`src/design/spp_pkg.sv`:
```
`timescale 1ns / 1ps
// ----------------------------------------------------------------------------
// spp_pkg
// Shared widths, types and helpers for the stereo point projection block.
// ----------------------------------------------------------------------------
package spp_pkg;

    localparam int FRAC_BITS = 16;
    localparam int DATA_W    = 32;
    localparam int NUM_W     = 2 * DATA_W;          // numerator / quotient width
    localparam int LANES     = 3;                   // u, v, disparity
    localparam int SUM_W     = NUM_W + 2;
    localparam int CLAMP_EXP = 40;
    localparam int CFG_IDX_W = 3;

    localparam int LANE_U  = 0;
    localparam int LANE_V  = 1;
    localparam int LANE_BF = 2;

    typedef enum logic [CFG_IDX_W-1:0] {
        REG_FOCAL_X   = 3'd0,
        REG_FOCAL_Y   = 3'd1,
        REG_CENTER_X  = 3'd2,
        REG_CENTER_Y  = 3'd3,
        REG_BASELINE  = 3'd4,
        REG_MIN_DEPTH = 3'd5,
        REG_STEREO    = 3'd6
    } t_reg_idx;

    typedef struct packed {
        logic [NUM_W-1:0]  num;   // numerator bits still to shift in
        logic [DATA_W-1:0] rem;   // partial remainder
        logic [NUM_W-1:0]  quo;   // quotient bits so far
    } t_lane;

    typedef struct packed {
        logic              valid;
        logic              invalid;
        logic              neg_x;
        logic              neg_y;
        logic [DATA_W-1:0] z;
        t_lane [LANES-1:0] lane;
    } t_cell;

    typedef struct packed {
        logic [DATA_W-1:0] pixel_u;
        logic [DATA_W-1:0] pixel_v;
        logic [DATA_W-1:0] pixel_u_right;
        logic [DATA_W-1:0] depth;
        logic              valid_res;
    } t_result;

    function automatic logic [DATA_W-1:0] sat32(input logic signed [SUM_W-1:0] s);
        logic signed [SUM_W-1:0] hi;
        logic signed [SUM_W-1:0] lo;
        begin
            hi = SUM_W'(signed'({1'b0, {(DATA_W-1){1'b1}}}));
            lo = -hi - SUM_W'(1);
            if (s > hi) begin
                sat32 = {1'b0, {(DATA_W-1){1'b1}}};
            end else if (s < lo) begin
                sat32 = {1'b1, {(DATA_W-1){1'b0}}};
            end else begin
                sat32 = s[DATA_W-1:0];
            end
        end
    endfunction

endpackage

```
`src/design/spp_div_cell.sv`:
```
`timescale 1ns / 1ps
// ----------------------------------------------------------------------------
// spp_div_cell
// One restoring-division step for all lanes; resolves one quotient bit.
// ----------------------------------------------------------------------------
module spp_div_cell (
    input  logic           i_clk,
    input  logic           i_rst_n,
    input  logic           i_en,
    input  spp_pkg::t_cell i_cell,
    output spp_pkg::t_cell o_cell
);

    spp_pkg::t_cell r_cell;
    spp_pkg::t_cell n_cell;

    always_comb begin
        logic [spp_pkg::DATA_W:0] trial;
        n_cell = i_cell;
        for (int l = 0; l < spp_pkg::LANES; l++) begin
            trial = {i_cell.lane[l].rem, i_cell.lane[l].num[spp_pkg::NUM_W-1]};
            n_cell.lane[l].num = {i_cell.lane[l].num[spp_pkg::NUM_W-2:0], 1'b0};
            if (trial >= {1'b0, i_cell.z}) begin
                trial = trial - {1'b0, i_cell.z};
                n_cell.lane[l].quo = {i_cell.lane[l].quo[spp_pkg::NUM_W-2:0], 1'b1};
            end else begin
                n_cell.lane[l].quo = {i_cell.lane[l].quo[spp_pkg::NUM_W-2:0], 1'b0};
            end
            n_cell.lane[l].rem = trial[spp_pkg::DATA_W-1:0];
        end
    end

    // only the valid bit is reset; payload just follows the enable
    always_ff @(posedge i_clk) begin
        if (!i_rst_n) begin
            r_cell.valid <= 1'b0;
        end else if (i_en) begin
            r_cell.valid <= n_cell.valid;
        end
        if (i_en) begin
            r_cell.invalid <= n_cell.invalid;
            r_cell.neg_x   <= n_cell.neg_x;
            r_cell.neg_y   <= n_cell.neg_y;
            r_cell.z       <= n_cell.z;
            r_cell.lane    <= n_cell.lane;
        end
    end

    assign o_cell = r_cell;

endmodule

```
`config.mk`:
```
export PLATFORM = sky130hd
export DESIGN_NAME = spp_div_cell
export DESIGN_NICKNAME = d
export VERILOG_FILES = /design/src/design/spp_pkg.sv /design/src/design/spp_div_cell.sv
export SDC_FILE = /design/constraint.sdc
export NUM_CORES = 1
export LEC_CHECK = 0
export ABC_AREA = 1
export BUFFER_PORTS_ARGS = -buffer_cell sky130_fd_sc_hd__buf_2
export CORE_AREA = 2 2 409 411
export DETAILED_ROUTE_END_ITERATION = 8
export DIE_AREA = 0 0 411 413
export PLACE_DENSITY = 0.37
export SLEW_MARGIN = 20
export SYNTH_ARGS = -nofsm -noshare
export SYNTH_HDL_FRONTEND = slang
export SYNTH_SLANG_ARGS = --single-unit
export TNS_END_PERCENT = 5
```
`constraint.sdc`:
```
create_clock -name i_clk -period 3 [get_ports i_clk]
set_clock_uncertainty 0.2 [all_clocks]
set_input_delay 0.45 -clock i_clk [delete_from_list [all_inputs] [get_ports i_clk]]
set_output_delay 0.45 -clock i_clk [all_outputs]
set_load 0.1 [all_outputs]
```
==> impl_results.md <==
- Crit path DAT: 3100 ps
- Pin count of the biggest net entering global routing: 64
- Most area-consuming cells after synthesis: edfxtp_1 62%, nand2_1 13%, inv_1 6.0%
- Crit path max fanout: 12
- Vias: 24648
- Pwr/cell area: 653 nW/µm²
- Met1 GRT Util: 20.8%
- I/O pin count: 1035
- Fin crit period: 2880 ps
- Fmax: 0.348 GHz
- Die Ht: 413 µm
- Clk_lat worst skew: 670 ps
- Post-Route Setup TNS: 0 ps
- Global Route met2 Usage: 33.6%
- Initial core utilization: 14.9%
- CTS tree: built
- Clock Tree Buf Depth: 3
- Met3 global-route usage: 5.76%
- H-tree depth: 3
- Min Hold Slack: 81.1 ps
- Data required time of the worst path: 3230 ps
- Element type at the critical path end: flop
- DRC Markers: 0
- Cell area after synthesis: 24700 µm²
- Worst-path clk slew: 60 ps
- Gr ovfl total: 0
- Synth Instances: 2423
- Cell taking the most area after synthesis: edfxtp_1
- Seq/Total Area, Yosys: 62.5%
- Die area: 170000 µm²
- Setup crit start kind: input pin
- Port-buffer cells: 1028
- Number of synthesized flops with an enable pin: 512
- RSZ-0062 raised after global routing: no
- Status: completed
- First-pass GRT wire length: 213 mm
- Final Setup Violations: 0
- Period utilisation layout: 95.9%
- Via density: 3.73
- Number of DRC markers in iteration 0: 1460
- Post-detail-place hpwl: 141 mm
- Top FF cell, synth: edfxtp_1
- Number of global-route vias before repair: 24478
- Setup Crit Path Kind: input pin to flop
- Grt peak-use layer: met2
- Worst slew pin tran: 830 ps
- First drt pass iteration count: 5
- Gp weighted congestion: 0.915
- Max Slew Vio Count: 0
- Ys Warns: 0
- Cts bufs inserted: 70
- Commonest cells in the netlist: 854 x nand2_1, 512 x edfxtp_1, 396 x inv_1
- DRT antenna net count: 0
- Leak pwr: 20.3 nW
- Layout area overhead: 73.6%
- Post-DR wirelength/cell: 25.1 µm
- Initial antenna violation count: 66
- Final hold vios: 0
- Most frequent cell after synthesis: nand2_1
- Synthesized area per cell: 10.2 µm²
- Final net count: 4937
- All-Layer GR Usage: 18.8%
- VDD IR max: 0.000505 V
- Max-cap viol count: 0
- Unique cell type count in the Yosys netlist: 35
- Core area: 166000 µm²
- Die width: 411 µm
- Worst relative slew slack: 45.0%
- #FFs+latches synth: 513
- Clk sinks: 513
- Final wirelength: 166 mm
- Cell row count: 150
- Layout cell share with drive strength beyond 1: 34.8%
- Number of flip-flops in the largest register: 513
- Post-synth ARST share: 0%
- Post-synth top area share: 62.4%
- Hold Crit Class: input pin to flop
- Root Driver: clkbuf_16
[layout make-up]
class,count,area (µm²)
sequential,513,15400
tap,2204,2760
timing repair buffer,1853,13100
multi-input combinational,1481,7530
inverter,400,1500
antenna,32,80.1
clock buffer,79,1830
clock inverter,47,636
fill,18070,123000
[worst paths after layout]
kind / from / endpoint / slack, ps / cells past startpoint
setup / recovery: i_cell[505] / o_cell[88]$_DFFE_PP_ / 120 / 15
hold / removal: i_cell[390] / o_cell[391]$_DFFE_PP_ / 80 / 3
setup reg to reg: o_cell[515]$_SDFFE_PN0P_ / o_cell[515]$_SDFFE_PN0P_ / 1600 / 3
hold reg to reg: o_cell[515]$_SDFFE_PN0P_ / o_cell[515]$_SDFFE_PN0P_ / 910 / 3
[per-stage QoR]
step	setup slack (ps)	utilization, %	instances	power [mW]	area (µm²)
after global placement	-58.4	21.2	5942	18.3	35200
final	123	25.8	6609	27.9	42800
after detailed placement	-64.2	21.2	5942	18.3	35200
after global routing	0.798	25.8	6589	29.0	42700
after floorplan	723	-	2425	15.2	24700
after CTS	155	25.7	6576	28.4	42700
[routing by layer]
metal | routed length (µm) | vias up
met5 | 177 | -
met4 | 6720 | 30
met3 | 12400 | 231
met2 | 82700 | 863
met1 | 63900 | 11793
li1 | - | 11731
[logic make-up after synthesis]
logic type                 Yosys count  synth area share [%]
AOI/OAI and AO/OA                   72                  1.53
other                                1                0.0152
buffers and inverters              431                  7.06
xor gates and xnor gates            42                  1.49
adders and majority gates           99                  5.12
DFF                                513                  62.5
and+or+nand+nor                   1265                  22.3
[cells in the final DEF (no fill, tap or decap), drive strengths merged]
cell type | synthesis | layout
fa | 3 | 3
diode | 0 | 32
inv | 400 | 404
conb | 1 | 3
o21bai | 4 | 4
and2 | 14 | 14
clkinv | 0 | 22
nand4 | 8 | 8
edfxtp | 512 | 512
clkbuf | 0 | 79
dlygate4sd3 | 0 | 508
buf | 31 | 1345
xnor2 | 3 | 3
dfxtp | 1 | 1
nand3 | 196 | 196
bufinv | 0 | 14
ha | 96 | 96
nor2 | 126 | 126
nor3 | 29 | 29
nand3b | 23 | 23
o21ai | 7 | 7
a21o | 1 | 1
nand2 | 869 | 869
xor2 | 39 | 39
clkinvlp | 0 | 7
a21oi | 60 | 60
[report_power, final]
group,switching (mW),internal (mW)
logic,7.50,2.17
registers,0.314,8.69
clock network,3.65,5.61
[what timing repair did]
action | CTS | global route
hold buffers | 508 | 0
resized for setup | 0 | 2
endpoints found under the hold margin | 532 | 0
setup endpoints to repair | 0 | 25
setup buffers | 0 | 1
[critical path, stage by stage]
cell and delay (ps):
dlygate4sd3_1 530, buf_2 130, inv_1 320, ha_1 380, nand2_1 170, nor2_1 90
nand2_1 100, inv_1 50, nand2_1 60, nand2_1 90, nor2_4 200, nand2_8 180
buf_4 190, nand3_2 80, nand2_1 70
Power figures use the tool's default switching activity.
