## config.mk

```make
export PLATFORM = sky130hd
export DESIGN_NAME = spp_post
export DESIGN_NICKNAME = d
export VERILOG_FILES = /design/src/design/spp_pkg.sv /design/src/design/spp_post.sv
export SDC_FILE = /design/constraint.sdc
export NUM_CORES = 1
export LEC_CHECK = 0
export BUFFER_PORTS_ARGS = -buffer_cell sky130_fd_sc_hd__buf_2
export CORE_AREA = 10 10 268 270
export DETAILED_ROUTE_END_ITERATION = 12
export DIE_AREA = 0 0 278 280
export PLACE_DENSITY = 0.48
export SETUP_SLACK_MARGIN = 0.02
export SKIP_LAST_GASP = 1
export SYNTH_ARGS = -nofsm -noshare
export SYNTH_HDL_FRONTEND = slang
export SYNTH_SLANG_ARGS = --single-unit
export TNS_END_PERCENT = 100
```

## constraint.sdc

```tcl
create_clock -name vclk -period 14.6
set_input_delay 2.19 -clock vclk [all_inputs]
set_output_delay 2.19 -clock vclk [all_outputs]
set_load 0.02 [all_outputs]
```

## src/design/spp_pkg.sv

```systemverilog
`timescale 1ns / 1ps
// ----------------------------------------------------------------------------
// spp_pkg
// Shared widths, types and helpers for the stereo point projection block.
// ----------------------------------------------------------------------------
package spp_pkg;

    localparam int FRAC_BITS = 16;
    localparam int DATA_W    = 32;
    localparam int NUM_W     = 2 * DATA_W;          // numerator / quotient width
    localparam int LANES     = 3;                   // u, v, disparity
    localparam int SUM_W     = NUM_W + 2;
    localparam int CLAMP_EXP = 40;
    localparam int CFG_IDX_W = 3;

    localparam int LANE_U  = 0;
    localparam int LANE_V  = 1;
    localparam int LANE_BF = 2;

    typedef enum logic [CFG_IDX_W-1:0] {
        REG_FOCAL_X   = 3'd0,
        REG_FOCAL_Y   = 3'd1,
        REG_CENTER_X  = 3'd2,
        REG_CENTER_Y  = 3'd3,
        REG_BASELINE  = 3'd4,
        REG_MIN_DEPTH = 3'd5,
        REG_STEREO    = 3'd6
    } t_reg_idx;

    typedef struct packed {
        logic [NUM_W-1:0]  num;   // numerator bits still to shift in
        logic [DATA_W-1:0] rem;   // partial remainder
        logic [NUM_W-1:0]  quo;   // quotient bits so far
    } t_lane;

    typedef struct packed {
        logic              valid;
        logic              invalid;
        logic              neg_x;
        logic              neg_y;
        logic [DATA_W-1:0] z;
        t_lane [LANES-1:0] lane;
    } t_cell;

    typedef struct packed {
        logic [DATA_W-1:0] pixel_u;
        logic [DATA_W-1:0] pixel_v;
        logic [DATA_W-1:0] pixel_u_right;
        logic [DATA_W-1:0] depth;
        logic              valid_res;
    } t_result;

    function automatic logic [DATA_W-1:0] sat32(input logic signed [SUM_W-1:0] s);
        logic signed [SUM_W-1:0] hi;
        logic signed [SUM_W-1:0] lo;
        begin
            hi = SUM_W'(signed'({1'b0, {(DATA_W-1){1'b1}}}));
            lo = -hi - SUM_W'(1);
            if (s > hi) begin
                sat32 = {1'b0, {(DATA_W-1){1'b1}}};
            end else if (s < lo) begin
                sat32 = {1'b1, {(DATA_W-1){1'b0}}};
            end else begin
                sat32 = s[DATA_W-1:0];
            end
        end
    endfunction

endpackage

```

## src/design/spp_post.sv

```systemverilog
`timescale 1ns / 1ps
// ----------------------------------------------------------------------------
// spp_post
// Clamp, sign, offset and saturate the finished quotients.
// ----------------------------------------------------------------------------
module spp_post (
    input  spp_pkg::t_cell          i_cell,
    input  logic [spp_pkg::DATA_W-1:0] i_center_x,
    input  logic [spp_pkg::DATA_W-1:0] i_center_y,
    input  logic                    i_stereo,
    output spp_pkg::t_result        o_res
);
    localparam logic [spp_pkg::NUM_W-1:0] QCLAMP = spp_pkg::NUM_W'(1) << spp_pkg::CLAMP_EXP;

    logic [spp_pkg::NUM_W-1:0]        q_u, q_v, q_d;
    logic signed [spp_pkg::SUM_W-1:0] s_u, s_v, s_d, sum_u, sum_v, sum_r;

    always_comb begin
        q_u = (i_cell.lane[spp_pkg::LANE_U].quo > QCLAMP) ? QCLAMP
                                                           : i_cell.lane[spp_pkg::LANE_U].quo;
        q_v = (i_cell.lane[spp_pkg::LANE_V].quo > QCLAMP) ? QCLAMP
                                                           : i_cell.lane[spp_pkg::LANE_V].quo;
        q_d = (i_cell.lane[spp_pkg::LANE_BF].quo > QCLAMP) ? QCLAMP
                                                            : i_cell.lane[spp_pkg::LANE_BF].quo;
        s_u = signed'({2'b00, q_u});
        s_v = signed'({2'b00, q_v});
        s_d = signed'({2'b00, q_d});
        if (i_cell.neg_x) s_u = -s_u;
        if (i_cell.neg_y) s_v = -s_v;
        sum_u = s_u + spp_pkg::SUM_W'(signed'(i_center_x));
        sum_v = s_v + spp_pkg::SUM_W'(signed'(i_center_y));
        sum_r = sum_u - s_d;

        o_res.depth = i_cell.z;
        if (i_cell.invalid) begin
            o_res.pixel_u       = spp_pkg::DATA_W'(-(64'sd1 <<< spp_pkg::FRAC_BITS));
            o_res.pixel_v       = o_res.pixel_u;
            o_res.pixel_u_right = o_res.pixel_u;
            o_res.valid_res     = 1'b0;
        end else begin
            o_res.pixel_u       = spp_pkg::sat32(sum_u);
            o_res.pixel_v       = spp_pkg::sat32(sum_v);
            o_res.pixel_u_right = i_stereo ? spp_pkg::sat32(sum_r) : '0;
            o_res.valid_res     = 1'b1;
        end
    end

endmodule

```

==> flow_summary_export.csv <==
group,metric,value,unit
run_status,status,"finished clean",
setup_path,timing.critical_path.slowest_cell_delay,0.61,ns
global_route,aggregate_global_routing_overflow,0,
global_route,grt_antenna_before_repair,2,
die,die_height,280,um
sta,timing.final.max_slew_violations,0,
pwr,report.power.total,1.17,mW
global_route,grt_first_pass_wirelength,121000,um
setup_path,critical_path.most_common_cell,"sky130_fd_sc_hd__buf_6",
place,placed_instances,4183,
drt,detail_route.first_pass.iterations,5,
place,detailed_place.area,22700,um^2
die,dieWidth,278,um
sta,final_period_minus_worst_setup_slack,14.31,ns
yosys,syn-instance-count,2642,
global_route,first_global_vias,21584,
finish,num-nets-final,4132,
yosys,synthTopCellsByArea,"sky130_fd_sc_hd__ha_1 (14%), sky130_fd_sc_hd__a21oi_1 (6.9%), sky130_fd_sc_hd__a21o_1 (5.9%)",
setup_path,cpMaxStageDelayCell,"sky130_fd_sc_hd__or4_4",
die,die_area,77800,um^2
sta,hold_violations,0,
setup_path,timing.critical_path.required,12.41,ns
drt,detail_route.wirelength,80600,um
drt,drc,0,
drt,avgViaCountPerCell,5.33,
drt,routed_wire_length_per_instance,19.1,um
finish,filler_cell_count,7316,
finish,post_layout_nonfiller_instances,4224,
finish,antennaDiodeCount,0,
sta,maxClockFrequency,0.0699,GHz
yosys,syn_avg_cell_area,6.46,um^2
die,starting_density_of_the_core,25.6,%
place,port-buffer-count,357,
sta,worstMarginPinSlew,1.15,ns
min_path,hold_path_depth,0,
finish,nClkBuffers,0,
flow_run,timing.max_cap.violations,0,
sta,timing.final.crit_share,98.0,%
setup_path,worst-setup-path-type,"input port to output pin",
finish,share_of_cells_above_drive_strength_1,32.2,%
drt,initialDrtViolationCount,1501,
yosys,synth.distinct_cells,88,
setup_path,crit_path_start_kind,"input port",
finish,synthToLayoutAreaGrowth,44.1,%
sta,worst_hold_slack,4.38,ns
setup_path,end_kind,"output pin",
yosys,netlist.area_leader.share,14.3,%
setup_path,cp_max_fo,7,
setup_path,cp_data_arrival_time,12.12,ns
yosys,netlist_area,17100,um^2
finish,final_area,24600,um^2
yosys,synthesis.yosys.warnings,0,
sta,setup-violations-final,0,
yosys,post-synth-top-count-cell,"sky130_fd_sc_hd__nand2_1",
drt,number_of_nets_with_antenna_violations_after_detailed_routing,0,
yosys,synth_sequential_area_ratio,0,%
global_route,maximum_number_of_pins_on_one_net_before_global_route_repair,75,
die,fp.coreArea,66600,um^2
die,site_row_count,95,
min_path,min_path_type,"input port to output pin",
pwr,power_per_cell_area,47.6,nW/um^2
finish,multiInputGateArea,17400,um^2
finish,area.sequential,0,um^2
place,place_congestion,0.968,
setup_path,worst_setup_path_endpoint,"o_res[41]",
die,design.portCount,710,
finish,nFlopsAndLatches,0,
pwr,ir_worst_vdd,0.0348,mV
sta,slew_headroom,22.7,%
yosys,synthTopCellsByCount,"sky130_fd_sc_hd__nand2_1 (252), sky130_fd_sc_hd__a21oi_1 (236), sky130_fd_sc_hd__nor2_1 (221), sky130_fd_sc_hd__ha_1 (195), sky130_fd_sc_hd__o21ai_0 (136)",
sta,final_layout_setup_total_negative_slack,0,ns
yosys,yosys.area.top_type,"sky130_fd_sc_hd__ha_1",
place,post-dp-hpwl,68600,um
global_route,grt_usage,18.8,%
drt,via_count,22532,
pwr,cellLeakagePower,11.3,nW
setup_path,critPathLaunch,"i_cell[22]",
==> cells in the final DEF (no fill, tap or decap), types with 33 or more instances in the layout <==
| cell | instances |
|---|---|
| sky130_fd_sc_hd__a21oi_1 | 206 |
| sky130_fd_sc_hd__or3_1 | 33 |
| sky130_fd_sc_hd__xor2_1 | 102 |
| sky130_fd_sc_hd__a21o_1 | 132 |
| sky130_fd_sc_hd__o21a_1 | 44 |
| sky130_fd_sc_hd__nand2b_1 | 37 |
| sky130_fd_sc_hd__buf_2 | 342 |
| sky130_fd_sc_hd__nor4_1 | 44 |
| sky130_fd_sc_hd__nand3_1 | 96 |
| sky130_fd_sc_hd__nor3_1 | 83 |
| sky130_fd_sc_hd__xnor2_1 | 96 |
| sky130_fd_sc_hd__o21bai_1 | 34 |
| sky130_fd_sc_hd__ha_1 | 180 |
| sky130_fd_sc_hd__o21ai_0 | 114 |
| sky130_fd_sc_hd__nand4_1 | 56 |
| sky130_fd_sc_hd__nor2_1 | 208 |
| sky130_fd_sc_hd__buf_4 | 471 |
| sky130_fd_sc_hd__inv_1 | 111 |
| sky130_fd_sc_hd__nand2_1 | 249 |
==> report_power, final <==
part	internal [mW]	leakage (nW)	switching [mW]	total, mW
clock	0	0	0	0
sequential	0	0	0	0
combinational	0.506	11.3	0.665	1.17
==> area by class of cell <==
| class | count | share of cell area, % |
|---|---|---|
| Timing Repair Buffer | 846 | 23.1 |
| Tap cell | 873 | 4.44 |
| Multi-Input combinational cell | 2390 | 70.7 |
| Inverter | 115 | 1.77 |
==> metal layers <==
metal / part of all wire [%] / global-route usage [%]
met5: 0 / 0
met4: 2.2 / 3.45
met3: 5.8 / 2.06
met2: 46 / 32.1
met1: 46 / 25.1
==> critical path: cells and delay by family <==
| kind | cells | cell delay (ns) |
|---|---|---|
| simple gates | 22 | 4.40 |
| compound gates | 10 | 2.21 |
| buf+inv | 13 | 1.74 |
| fa+ha+maj | 4 | 1.08 |
| xor+xnor | 2 | 0.51 |
==> per-stage QoR <==
| step | utilization (%) | setup slack, ns |
|---|---|---|
| finish | 36.9 | 0.289 |
| detailed placement | 34.1 | -0.517 |
| CTS | 34.5 | 0.0283 |
| global placement | 34.1 | -0.560 |
| floorplan | - | 0.176 |
| global route | 36.9 | -0.177 |
==> worst min-delay path by stage <==
stage                 from        end  slack [ns]
2_1_floorplan  i_cell[489]  o_res[10]        4.49
6_report       i_cell[490]  o_res[11]        4.38
5_1_grt        i_cell[490]  o_res[11]        4.38
3_5_place_dp   i_cell[499]  o_res[20]        4.38
4_1_cts        i_cell[499]  o_res[20]        4.38
3_3_place_gp   i_cell[499]  o_res[20]        4.38
==> what timing repair did <==
| item | in CTS | in global routing |
|---|---|---|
| hold buffers | 0 | 0 |
| resized for setup | 43 | 272 |
| pin swaps | 13 | 122 |
| cloned | 0 | 0 |
| setup endpoints to repair | 32 | 63 |
| setup buffers | 3 | 42 |
==> kinds of logic (layout without fill, tap and decap cells) <==
| logic type | count (synthesis) | after routing | synth area share [%] |
|---|---|---|---|
| compound gates | 908 | 908 | 35.9 |
| buf+inv | 274 | 961 | 6.82 |
| simple gates | 1030 | 1030 | 30.3 |
| mux | 12 | 12 | 0.726 |
| other cells | 1 | 23 | 0.0220 |
| fa+ha+maj | 201 | 201 | 14.8 |
| xor+xnor | 216 | 216 | 11.3 |
Note: power is estimated with default switching activity, not from simulation.
